--- config.mk ---
export PLATFORM = sky130hd
export DESIGN_NAME = xor_float_stream_compressor
export DESIGN_NICKNAME = d
export VERILOG_FILES = /design/src/sv/xfc_pkg.sv /design/src/sv/xfc_front.sv /design/src/sv/xfc_queue.sv /design/src/sv/xfc_back.sv /design/src/sv/xor_float_stream_compressor.sv
export VERILOG_INCLUDE_DIRS = /design/src /design/src/sv
export SDC_FILE = /design/constraint.sdc
export NUM_CORES = 1
export LEC_CHECK = 0
export ABC_AREA = 1
export ABC_CLOCK_PERIOD_IN_PS = 4560
export BUFFER_PORTS_ARGS = -buffer_cell sky130_fd_sc_hd__buf_2
export CORE_ASPECT_RATIO = 2
export CORE_MARGIN = 2
export CORE_UTILIZATION = 45
export CTS_BUF_LIST = sky130_fd_sc_hd__clkbuf_8 sky130_fd_sc_hd__clkbuf_16
export CTS_CLUSTER_SIZE = 25
export DETAILED_ROUTE_END_ITERATION = 10
export GPL_ROUTABILITY_DRIVEN = 1
export PLACE_DENSITY = 0.6
export SETUP_SLACK_MARGIN = 0.05
export SYNTH_ARGS = -nofsm -noshare
export SYNTH_HDL_FRONTEND = slang
export SYNTH_SLANG_ARGS = --single-unit
--- constraint.sdc ---
create_clock -name i_clk -period 4.56 [get_ports i_clk]
set_input_delay 0.228 -clock i_clk [delete_from_list [all_inputs] [get_ports i_clk]]
set_output_delay 0.228 -clock i_clk [all_outputs]
set_load 0.01 [all_outputs]
--- src/sv/xor_float_stream_compressor_assert.svh ---
// assertion helpers for the compressor modules, used by the packer (xfc_back)
`ifndef XOR_FLOAT_STREAM_COMPRESSOR_ASSERT_SVH
`define XOR_FLOAT_STREAM_COMPRESSOR_ASSERT_SVH

// condition holds at every edge out of reset
`define XFC_ASSERT_ALWAYS(lbl, cond, msg) \
    lbl: assert property (@(posedge i_clk) disable iff (!i_rst_n) (cond)) \
        else $error(msg);

// antecedent at one edge implies consequent at the next
`define XFC_ASSERT_NEXT(lbl, ante, cons, msg) \
    lbl: assert property (@(posedge i_clk) disable iff (!i_rst_n) (ante) |=> (cons)) \
        else $error(msg);

`endif

--- src/sv/xfc_pkg.sv ---
package xfc_pkg;

    localparam int VALUE_BITS  = 32;
    // longest code: two flag bits, 5 bit lead, 6 bit length, 32 meaningful bits, padded
    localparam int CODE_BITS   = 48;
    localparam int LEN_BITS    = 6;
    localparam int BUF_BITS    = CODE_BITS + 8;
    localparam int FILL_BITS   = 6;
    // up to 7 pending bits plus a 45 bit code
    localparam logic [FILL_BITS-1:0] FILL_MAX = 6'd52;
    localparam int QUEUE_DEPTH = 4;

    typedef enum logic [1:0] {
        KIND_APPEND,
        KIND_FINISH,
        KIND_RESTART
    } t_kind;

    typedef struct packed {
        t_kind                  kind;
        logic [CODE_BITS-1:0]   code;   // left aligned, zeros after len bits
        logic [LEN_BITS-1:0]    len;
        logic [VALUE_BITS-1:0]  count;
    } t_qent;

endpackage

--- src/sv/xfc_front.sv ---
module xfc_front (
    input  logic                           i_clk,
    input  logic                           i_rst_n,
    input  logic                           i_valid,
    output logic                           o_ready,
    input  logic [1:0]                     i_op,
    input  logic [xfc_pkg::VALUE_BITS-1:0] i_sample,
    output logic                           o_push,
    input  logic                           i_full,
    output xfc_pkg::t_qent                 o_ent
);
    import xfc_pkg::*;

    localparam logic [1:0] OP_APPEND  = 2'd0;
    localparam logic [1:0] OP_FINISH  = 2'd1;
    localparam logic [1:0] OP_RESTART = 2'd2;
    localparam logic [1:0] OP_UNUSED  = 2'd3;
    localparam logic [5:0] NO_WINDOW  = 6'd63;

    typedef enum logic [1:0] {
        FORM_RAW,
        FORM_ZERO,
        FORM_INWIN,
        FORM_NEWWIN
    } t_form;

    function automatic logic [4:0] clz32(input logic [31:0] x);
        logic [31:0] v;
        logic [4:0]  n;
        v = x;
        n = '0;
        if (v[31:16] == '0) begin
            n[4] = 1'b1;
            v    = v << 16;
        end
        if (v[31:24] == '0) begin
            n[3] = 1'b1;
            v    = v << 8;
        end
        if (v[31:28] == '0) begin
            n[2] = 1'b1;
            v    = v << 4;
        end
        if (v[31:30] == '0) begin
            n[1] = 1'b1;
            v    = v << 2;
        end
        if (!v[31]) begin
            n[0] = 1'b1;
        end
        return n;
    endfunction

    function automatic logic [31:0] rev32(input logic [31:0] x);
        logic [31:0] r;
        for (int i = 0; i < 32; i++) begin
            r[i] = x[31-i];
        end
        return r;
    endfunction

    // series state
    logic [VALUE_BITS-1:0] r_prev;
    logic [5:0]            r_wl;
    logic [4:0]            r_wt;
    logic                  r_first;
    logic [VALUE_BITS-1:0] r_count;

    // classified item waiting for the queue
    logic                  r_a_valid;
    t_kind                 r_a_kind;
    t_form                 r_a_form;
    logic [VALUE_BITS-1:0] r_a_x;
    logic [4:0]            r_a_lead;
    logic [5:0]            r_a_mlen;
    logic [VALUE_BITS-1:0] r_a_count;

    logic                  accept;
    logic [VALUE_BITS-1:0] x;
    logic [4:0]            lead;
    logic [4:0]            trail;
    logic                  fits;
    t_form                 form;
    logic [4:0]            lead_used;
    logic [5:0]            mlen;
    logic [VALUE_BITS-1:0] count_inc;
    logic [VALUE_BITS-1:0] p;

    assign o_ready   = !r_a_valid || !i_full;
    assign accept    = i_valid && o_ready;
    assign o_push    = r_a_valid && !i_full;

    assign x         = i_sample ^ r_prev;
    assign lead      = clz32(x);
    assign trail     = clz32(rev32(x));
    assign fits      = ({1'b0, lead} >= r_wl) && (trail >= r_wt);
    assign count_inc = (r_count == '1) ? r_count : r_count + 1'b1;

    always_comb begin
        if (!r_first) begin
            form      = FORM_RAW;
            lead_used = '0;
            mlen      = 6'd32;
        end else if (x == '0) begin
            form      = FORM_ZERO;
            lead_used = '0;
            mlen      = '0;
        end else if (fits) begin
            form      = FORM_INWIN;
            lead_used = r_wl[4:0];
            mlen      = 6'd32 - r_wl - {1'b0, r_wt};
        end else begin
            form      = FORM_NEWWIN;
            lead_used = lead;
            mlen      = 6'd32 - {1'b0, lead} - {1'b0, trail};
        end
    end

    always_ff @(posedge i_clk) begin
        if (!i_rst_n) begin
            r_a_valid <= 1'b0;
            r_prev    <= '0;
            r_wl      <= NO_WINDOW;
            r_wt      <= '0;
            r_first   <= 1'b0;
            r_count   <= '0;
        end else begin
            // the unused code is taken and dropped
            if (accept && (i_op != OP_UNUSED)) begin
                r_a_valid <= 1'b1;
            end else if (o_push) begin
                r_a_valid <= 1'b0;
            end
            if (accept) begin
                unique case (i_op) inside
                    OP_APPEND: begin
                        r_prev    <= i_sample;
                        r_first   <= 1'b1;
                        r_count   <= count_inc;
                        if (form == FORM_NEWWIN) begin
                            r_wl <= {1'b0, lead};
                            r_wt <= trail;
                        end
                    end
                    OP_FINISH, OP_RESTART: begin
                        r_prev    <= '0;
                        r_wl      <= NO_WINDOW;
                        r_wt      <= '0;
                        r_first   <= 1'b0;
                        r_count   <= '0;
                    end
                    default: ;
                endcase
            end
        end
    end

    always_ff @(posedge i_clk) begin
        if (accept) begin
            r_a_x     <= x;
            r_a_form  <= form;
            r_a_lead  <= lead_used;
            r_a_mlen  <= mlen;
            r_a_count <= (i_op == OP_APPEND) ? count_inc : r_count;
            unique case (i_op)
                OP_APPEND: r_a_kind <= KIND_APPEND;
                OP_FINISH: r_a_kind <= KIND_FINISH;
                default:   r_a_kind <= KIND_RESTART;
            endcase
        end
    end

    // meaningful bits moved to the top, window trailing zeros follow
    assign p = r_a_x << r_a_lead;

    always_comb begin
        o_ent.kind  = r_a_kind;
        o_ent.count = r_a_count;
        unique case (r_a_form)
            FORM_RAW: begin
                o_ent.code = {p, 16'b0};
                o_ent.len  = 6'd32;
            end
            FORM_ZERO: begin
                o_ent.code = '0;
                o_ent.len  = 6'd1;
            end
            FORM_INWIN: begin
                o_ent.code = {2'b10, p, 14'b0};
                o_ent.len  = 6'd2 + r_a_mlen;
            end
            default: begin
                o_ent.code = {2'b11, r_a_lead, r_a_mlen, p, 3'b0};
                o_ent.len  = 6'd13 + r_a_mlen;
            end
        endcase
    end

endmodule

--- src/sv/xfc_queue.sv ---
module xfc_queue #(
    parameter int DEPTH = xfc_pkg::QUEUE_DEPTH
) (
    input  logic           i_clk,
    input  logic           i_rst_n,
    input  logic           i_push,
    input  xfc_pkg::t_qent i_ent,
    output logic           o_full,
    output logic           o_valid,
    output xfc_pkg::t_qent o_ent,
    input  logic           i_pop
);
    import xfc_pkg::*;

    localparam int PW = (DEPTH > 1) ? $clog2(DEPTH) : 1;
    localparam int CW = $clog2(DEPTH + 1);

    t_qent           r_mem [DEPTH];
    logic [PW-1:0]   r_wr;
    logic [PW-1:0]   r_rd;
    logic [CW-1:0]   r_fill;

    assign o_full  = (r_fill == CW'(DEPTH));
    assign o_valid = (r_fill != '0);
    assign o_ent   = r_mem[r_rd];

    always_ff @(posedge i_clk) begin
        if (!i_rst_n) begin
            r_wr   <= '0;
            r_rd   <= '0;
            r_fill <= '0;
        end else begin
            if (i_push) begin
                r_wr <= (r_wr == PW'(DEPTH - 1)) ? '0 : r_wr + 1'b1;
            end
            if (i_pop) begin
                r_rd <= (r_rd == PW'(DEPTH - 1)) ? '0 : r_rd + 1'b1;
            end
            if (i_push && !i_pop) begin
                r_fill <= r_fill + 1'b1;
            end else if (i_pop && !i_push) begin
                r_fill <= r_fill - 1'b1;
            end
        end
    end

    always_ff @(posedge i_clk) begin
        if (i_push) begin
            r_mem[r_wr] <= i_ent;
        end
    end

endmodule

--- src/sv/xfc_back.sv ---
`include "xor_float_stream_compressor_assert.svh"

module xfc_back (
    input  logic                           i_clk,
    input  logic                           i_rst_n,
    input  logic                           i_q_valid,
    input  xfc_pkg::t_qent                 i_q_ent,
    output logic                           o_pop,
    output logic                           o_m_valid,
    input  logic                           i_m_ready,
    output logic [7:0]                     o_m_byte,
    output logic                           o_m_last,
    output logic [xfc_pkg::VALUE_BITS-1:0] o_m_count
);
    import xfc_pkg::*;

    // pending bits, left aligned, zero below the fill level
    logic [BUF_BITS-1:0]   r_buf;
    logic [FILL_BITS-1:0]  r_bits;
    logic [VALUE_BITS-1:0] r_cnt;
    logic                  r_m_valid;
    logic [7:0]            r_m_byte;
    logic                  r_m_last;
    logic [VALUE_BITS-1:0] r_m_count;

    logic [BUF_BITS-1:0]   n_buf;
    logic [FILL_BITS-1:0]  n_bits;
    logic [VALUE_BITS-1:0] n_cnt;
    logic                  out_free;
    logic                  emit;

    assign out_free = !r_m_valid || i_m_ready;
    assign emit     = (r_bits >= 6'd8) && out_free;
    assign o_pop    = (r_bits < 6'd8) && i_q_valid;

    always_comb begin
        n_buf  = r_buf;
        n_bits = r_bits;
        n_cnt  = r_cnt;
        if (emit) begin
            n_buf  = r_buf << 8;
            n_bits = r_bits - 6'd8;
        end else if (o_pop) begin
            case (i_q_ent.kind)
                KIND_APPEND: begin
                    n_buf  = r_buf | ({i_q_ent.code, 8'b0} >> r_bits[2:0]);
                    n_bits = r_bits + i_q_ent.len;
                    n_cnt  = i_q_ent.count;
                end
                KIND_FINISH: begin
                    // a partial word goes out zero padded
                    n_bits = (r_bits != '0) ? 6'd8 : 6'd0;
                    n_cnt  = i_q_ent.count;
                end
                default: begin
                    n_buf  = '0;
                    n_bits = '0;
                end
            endcase
        end
    end

    always_ff @(posedge i_clk) begin
        if (!i_rst_n) begin
            r_buf     <= '0;
            r_bits    <= '0;
            r_m_valid <= 1'b0;
        end else begin
            r_buf  <= n_buf;
            r_bits <= n_bits;
            if (emit) begin
                r_m_valid <= 1'b1;
            end else if (i_m_ready) begin
                r_m_valid <= 1'b0;
            end
        end
    end

    always_ff @(posedge i_clk) begin
        r_cnt <= n_cnt;
        if (emit) begin
            r_m_byte  <= r_buf[BUF_BITS-1 -: 8];
            r_m_last  <= (r_bits < 6'd16);
            r_m_count <= r_cnt;
        end
    end

    assign o_m_valid = r_m_valid;
    assign o_m_byte  = r_m_byte;
    assign o_m_last  = r_m_last;
    assign o_m_count = r_m_count;

    `XFC_ASSERT_ALWAYS(a_fill_bound, r_bits <= FILL_MAX, "packer fill above longest code")
    `XFC_ASSERT_ALWAYS(a_buf_clean, (r_buf << r_bits) == '0, "stale bits below fill level")
    `XFC_ASSERT_NEXT(a_last_drains, emit && (r_bits < 6'd16), r_bits < 6'd8, "full word after last")

endmodule

--- src/sv/xor_float_stream_compressor.sv ---
// channel  | dir | tdata                               | tuser          | tlast
// s_axis   | in  | [31:0] sample_bits                  | [1:0] operation | -
// m_axis   | out | [7:0] out_byte, [39:8] value_count  | -              | last_byte
//
// the front classifies and encodes one item per cycle into a Q_DEPTH entry queue,
// and stalls while its held item waits on a full queue; the packer loads an item while
// fewer than 8 bits are pending, then sends out whole bytes, waiting on the output, up to 6
// per item; reset is synchronous, active low, and clears the control state (not the data registers or queue storage)
// m_axis_tready low holds the output word, the packer waits, the queue fills,
// then s_axis_tready drops
module xor_float_stream_compressor #(
    parameter int Q_DEPTH = xfc_pkg::QUEUE_DEPTH
) (
    input  logic        i_clk,
    input  logic        i_rst_n,
    input  logic        s_axis_tvalid,
    output logic        s_axis_tready,
    input  logic [31:0] s_axis_tdata,   // [31:0] sample_bits
    input  logic [1:0]  s_axis_tuser,   // [1:0] operation
    output logic        m_axis_tvalid,
    input  logic        m_axis_tready,
    output logic [39:0] m_axis_tdata,   // [7:0] out_byte, [39:8] value_count
    output logic        m_axis_tlast    // last_byte
);
    import xfc_pkg::*;

    logic                  push;
    logic                  full;
    t_qent                 ent_in;
    logic                  q_valid;
    t_qent                 ent_out;
    logic                  pop;
    logic [7:0]            m_byte;
    logic [VALUE_BITS-1:0] m_count;

    xfc_front u_front (
        .i_clk    (i_clk),
        .i_rst_n  (i_rst_n),
        .i_valid  (s_axis_tvalid),
        .o_ready  (s_axis_tready),
        .i_op     (s_axis_tuser),
        .i_sample (s_axis_tdata),
        .o_push   (push),
        .i_full   (full),
        .o_ent    (ent_in)
    );

    xfc_queue #(
        .DEPTH (Q_DEPTH)
    ) u_queue (
        .i_clk   (i_clk),
        .i_rst_n (i_rst_n),
        .i_push  (push),
        .i_ent   (ent_in),
        .o_full  (full),
        .o_valid (q_valid),
        .o_ent   (ent_out),
        .i_pop   (pop)
    );

    xfc_back u_back (
        .i_clk     (i_clk),
        .i_rst_n   (i_rst_n),
        .i_q_valid (q_valid),
        .i_q_ent   (ent_out),
        .o_pop     (pop),
        .o_m_valid (m_axis_tvalid),
        .i_m_ready (m_axis_tready),
        .o_m_byte  (m_byte),
        .o_m_last  (m_axis_tlast),
        .o_m_count (m_count)
    );

    assign m_axis_tdata = {m_count, m_byte};

endmodule

==> results of run 1 <==
[layer usage]
layer,vias up,GRT usage
met5,-,0
met1,10700,0.288
met4,0,0.0852
met3,156,0.0288
li1,11100,-
met2,622,0.371
[sequential cells by signal, summed over array words and instances, names as in the netlist, named ones only]
register / cells
u_queue.r_fill: 3
u_front.r_a_kind: 2
u_front.r_count: 32
u_back.o_m_valid: 1
u_back.r_cnt: 32
u_queue.r_rd: 2
u_front.r_wl: 6
u_front.r_first: 1
u_queue.r_wr: 2
u_front.r_a_mlen: 6
u_front.r_prev: 32
u_front.r_a_count: 32
u_front.r_wt: 5
u_back.r_bits: 6
u_front.r_a_lead: 5
u_front.r_a_x: 32
u_front.r_a_form: 2
u_back.o_m_last: 1
u_back.o_m_byte: 8
u_back.o_m_count: 32
u_back.r_buf: 56
u_queue.r_mem: 340
u_front.r_a_valid: 1
[cells in the mapped netlist (7+ instances only)]
cell type | number | area [µm²]
a311oi_1 | 11 | 96.3
clkbuf_1 | 156 | 586
buf_1 | 26 | 97.6
xnor2_1 | 20 | 175
o22ai_1 | 45 | 282
nor3_1 | 35 | 175
nand2_1 | 841 | 3160
a32o_1 | 41 | 410
dfxtp_1 | 149 | 2980
nand3_1 | 140 | 701
inv_1 | 252 | 946
a31oi_1 | 47 | 294
nand2_2 | 9 | 56.3
xor2_1 | 38 | 333
edfxtp_1 | 492 | 14800
a21oi_1 | 157 | 786
nand4_1 | 17 | 106
inv_2 | 9 | 33.8
nor2_2 | 7 | 43.8
ha_1 | 52 | 651
nor4_1 | 8 | 50.1
nor2_1 | 227 | 852
o211ai_1 | 10 | 75.1
o21ai_0 | 267 | 1340
o221ai_1 | 24 | 210
o32ai_1 | 35 | 307
clkinv_1 | 7 | 26.3
[kinds of logic after synthesis]
kind of cell    count (synthesis)
compound gates                660
xor+xnor                       58
fa+ha+maj                      56
buf+inv                       456
flops                         641
mux                             4
simple gates                 1300
[critical path: cells and delay by family (launching register included)]
family	cells	cell delay, ns
buf+inv	4	0.26
simple gates	22	2.43
xor+xnor	1	0.16
compound gates	6	0.65
flops	1	0.37
fa+ha+maj	1	0.26
[worst paths after layout]
kind	from	endpoint	depth (start not counted)
min	s_axis_tuser[1]	u_front.r_a_kind[0]	3
min reg2reg	u_back.r_cnt[6]	u_back.o_m_count[6]	0
max	u_front.r_prev[23]	u_front.r_wt[4]	34
max reg2reg	u_front.r_prev[23]	u_front.r_wt[4]	34
[where the power goes]
part | total, W | internal, W | switching (W)
sequential | 0.00741 | 0.00715 | 0.000262
combinational | 0.00612 | 0.00191 | 0.00421
clock | 0.00503 | 0.00283 | 0.00220
total | 0.0186 | 0.0119 | 0.00667
[what timing repair did]
action                                  4_1_cts  5_1_grt
hold buffers                                 34        0
endpoints found under the setup margin        0       23
setup buffers                                 0       11
resized for setup                             0       60
hold endpoints to repair                     36        0
[per-stage QoR]
stage	worst slack (ns)	power (W)	std cells
2_1_floorplan	-0.101	0.0117	3175
3_3_place_gp	0.172	0.0135	4016
3_5_place_dp	0.0782	0.0136	4016
4_1_cts	0.0695	0.0186	4157
5_1_grt	-0.0131	0.0196	4170
6_report	0.357	0.0186	4170
[cells in the final DEF (no fill, tap or decap), types with 51 or more instances in the layout]
| cell type | Yosys | final |
|---|---|---|
| inv_1 | 252 | 254 |
| buf_2 | 4 | 80 |
| edfxtp_1 | 492 | 492 |
| a21oi_1 | 157 | 156 |
| o21ai_0 | 267 | 261 |
| nor2_1 | 227 | 215 |
| ha_1 | 52 | 51 |
| clkbuf_16 | 0 | 58 |
| nand3_1 | 140 | 140 |
| nand2_1 | 841 | 826 |
| dfxtp_1 | 149 | 143 |
| buf_4 | 0 | 68 |
[layout make-up]
class	instances	area (µm²)	area share
well taps	884	1110	0.0325
inverters	269	1020	0.0300
multi-input cells	2080	10800	0.317
repair buffers	189	1370	0.0401
clock buffers	64	1530	0.0451
clock inverters	43	435	0.0128
flip-flops and latches	641	17800	0.522
==> metrics, run 1 <==
die area=0.0689 mm²; Slew @ Worst Pin=1.17 ns; Synth Area in Adders=0.0243; Final nets=3333; Longest Clk Path Bufs=3; Final Wtd Congestion=0.916; Layout Skew=0.0208 ns; # DRC=0; most frequent CP cell=nand2_1; Starting Density=0.452; syn_nets=3269; synthesized area=0.0300 mm²; Unique masters post-synth=50; clk root buf=clkbuf_16; antenna-violating nets left=0; highest metal used=met4; Initial DRT Pass Iterations=5; outcome=complete, no violations; reg-to-reg setup timing slack=0.36 ns; design area=0.0340 mm²; first-pass GRT wire length=120000 µm; ANT cells=0; post-detail-place hpwl=49500 µm; crit share post-route=0.922; routed wl met3=4040 µm; Worst-Skew Late Latency=0.64 ns; largest family of logic cells by synthesized area=simple AND/OR/NAND/NOR gates; final core occ=0.512; Crit Path Category=flop to flop; vias per cell=5.42; syn_area_per_cell=9.46 µm²; IO Port Bufs=80; Worst Hold Slack=0.0964 ns; HP Class=primary input to flop; core footprint=0.0664 mm²; CTS tree=yes; Startpoint Class=flop; VDD IR max=0.000538 V; Crit Path Max Fanout=8; largest net degree at the start of global routing=97; Placed Area=0.0314 mm²; fillers=6172; Power Density=545 mW/mm²; Final Max Tran Viols=0; Post-Synth XOR/XNOR Area=0.0169; compound-gate portion of the synthesized area=0.132; area added between synthesis and finish=13.3%; FFs w/ async S/R, synth=0; yosys warns=0; clk slew on worst S/H paths=0.06 ns; dominant register cell in the synthesized netlist=edfxtp_1; layout cell share with drive strength beyond 1=0.105; LEAKAGE=13.0 nW; CP Capture Type=flop; Tmin final=4.20 ns; initial antenna violation count=0; total CTS buffers=58; CTS H-tree depth=2; Worst Path Required=5.13 ns; number of flops mapped to enable cells by yosys=492; Setup TNS=0 ns; Worst path max stage delay=0.37 ns; max-cap viol count=0; final setup fails=0; vias in the first global route=21600; Die Y=369 µm; Max-slew headroom=0.217; Overflow after GRT=0; max frequency=238 MHz; boundary pin count=81; Simple-Gate Fraction of Synth Area=0.176; Syn Inst Count=3175; Avg WL per Cell=18.4 µm; drt initial violations=1914; Worst EP arrival=4.77 ns; DIE WIDTH=187 µm; register bit count reported by yosys=641; met2 wire length=37000 µm; clk sinks=641; total track usage=0.220; mux contribution to synthesized area=0.00133; Seq/Total Area, Yosys=0.591; DRT met1 WL=33000 µm; # rows=134; routed wire length=76700 µm; Final Hold Viols=0; DR vias=22600; critical path's slowest cell=dfxtp_4
Note: power is estimated with default switching activity, not from simulation.
==> run 2: changes to the inputs <==
CTS_BUF_LIST = not set   (was sky130_fd_sc_hd__clkbuf_8 sky130_fd_sc_hd__clkbuf_16)
==> run 2 against run 1 <==
Core utilization unchanged. Count of clock-buffer cells in the layout increased by 5. Routed wire length increased by 0.13%. Sequential share of layout area unchanged. Combinational power about the same. Via count about the same. Flip-flop and latch count unchanged. Clock skew decreased by 0.00059 ns. Clock power about the same. Global-route usage unchanged. Non-clock buffer count unchanged. Critical endpoint is now u_front.r_wt[2].
==> metrics, run 2 (synthesized netlist as in run 1, its figures left out) <==
outcome=complete, no violations; # rows=134; die area=0.0689 mm²; drt initial violations=1911; boundary pin count=81; largest net degree at the start of global routing=97; total CTS buffers=58; commonest non-fill, non-tap cell in the layout=nand2_1; total track usage=0.220; layout cell share with drive strength beyond 1=0.105; CTS H-tree depth=2; vias per cell=5.42; Startpoint Class=flop; Reg with most FFs=u_queue.r_mem; LEAKAGE=13.0 nW; met3 usage=0.0288; Sw Pwr=0.00667 W; GR Util met1=0.288; Worst Hold Slack=0.0999 ns; # DRC=0; CP Capture Type=flop; clk root buf=clkbuf_16; Tmin final=4.20 ns; IO Port Bufs=80; combinational share of power=0.329; Power Total=0.0186 W; Worst EP arrival=4.78 ns; clk sinks=641; busiest grt layer=met2; DIE WIDTH=187 µm; Die Y=369 µm; Net Sw Frac=0.359; max-cap viol count=0; post-detail-place hpwl=49500 µm; antenna-violating nets left=0; met2 Track Usage GR=0.371; Final nets=3333; Final Max Tran Viols=0; pre-CTS setup slack=0.0782 ns; Layout Skew=0.0203 ns; clk slew on worst S/H paths=0.06 ns; first-pass GRT wire length=120000 µm; Power Density=546 mW/mm²; Slew @ Worst Pin=1.17 ns; Worst path max stage delay=0.37 ns; routed wire length=76800 µm; Largest regs=u_queue.r_mem: 340 flops, u_back.r_buf: 56 flops; max frequency=238 MHz; Crit Path Max Fanout=8; VDD IR max=0.000537 V; Crit Path Category=flop to flop; core footprint=0.0664 mm²; Placed Area=0.0314 mm²; ANT cells=0; Starting Density=0.452; Longest Clk Path Bufs=3; clock share of power=0.272; final setup fails=0; crit share post-route=0.921; area added between synthesis and finish=13.3%; Worst Path Required=5.14 ns; Initial DRT Pass Iterations=6; Worst-Skew Late Latency=0.64 ns; Max-slew headroom=0.219; Final Wtd Congestion=0.916; HP Class=primary input to flop; most frequent CP cell=nand2_1; commonest non-fill, non-tap cells in the layout=nand2_1, edfxtp_1, o21ai_0; sequential share of power=0.399; design area=0.0340 mm²; vias in the first global route=21600; max reg flops=340; CTS tree=yes; critical path's slowest cell=dfxtp_4; design internal power=0.0119 W; Overflow after GRT=0; DR vias=22600; Avg WL per Cell=18.4 µm; Final Hold Viols=0; Final WS setup=0.360 ns; initial antenna violation count=0
run 2: changes by cell type in the layout (fill, tap and decap cells not counted), sizes merged:
cell,change
clkbuf,+5
inv,-5
run 2: layer usage:
layer  wire, µm  share of wire
met5          0              0
met4       2780          0.036
met3       3810          0.050
met2      37000           0.48
met1      33200           0.43
run 2: final cells by class:
type / instances / area, µm²
fillers: 6172 / 32400
flip-flops and latches: 641 / 17800
multi-input cells: 2080 / 10800
clock buffers: 69 / 1550
repair buffers: 189 / 1370
well taps: 884 / 1110
inverters: 269 / 1020
clock inverters: 38 / 417
run 2: final timing paths:
kind                      start                   end  slack (ns)  cells past startpoint
max          u_front.r_prev[23]       u_front.r_wt[2]        0.36                     34
min             s_axis_tuser[1]   u_front.r_a_kind[0]         0.1                      3
max reg2reg  u_front.r_prev[23]       u_front.r_wt[2]        0.36                     34
min reg2reg    u_back.r_cnt[19]  u_back.o_m_count[19]        0.42                      0
run 2: power groups by stage:
stage	Sequential (W)	Combinational, W	Clock, W
after floorplan	0.00755	0.00411	0
after global placement	0.00752	0.00600	0
after detailed placement	0.00753	0.00605	0
after CTS	0.00741	0.00609	0.00515
after global routing	0.00746	0.00681	0.00536
final	0.00741	0.00612	0.00504
run 2: through the flow:
step | TNS, ns | instances | utilization
3_5_place_dp | 0 | 4016 | 0.473
3_3_place_gp | 0 | 4016 | 0.473
4_1_cts | 0 | 4157 | 0.508
2_1_floorplan | -34.39 | 3175 | -
6_report | 0 | 4170 | 0.512
5_1_grt | -0.0195 | 4170 | 0.512
run 2: what timing repair did:
action                                 CTS  global route
setup endpoints to repair                0            23
hold buffers                            34             0
endpoints found under the hold margin   36             0
setup buffers                            0            11
resized for setup                        0            60
run 2: critical path, delay by kind of cell (launching register included):
kind            cells  cell delay [ns]
simple gates       22             2.42
compound gates      6             0.65
flops               1             0.37
fa+ha+maj           1             0.26
buf+inv             4             0.26
xor+xnor            1             0.16
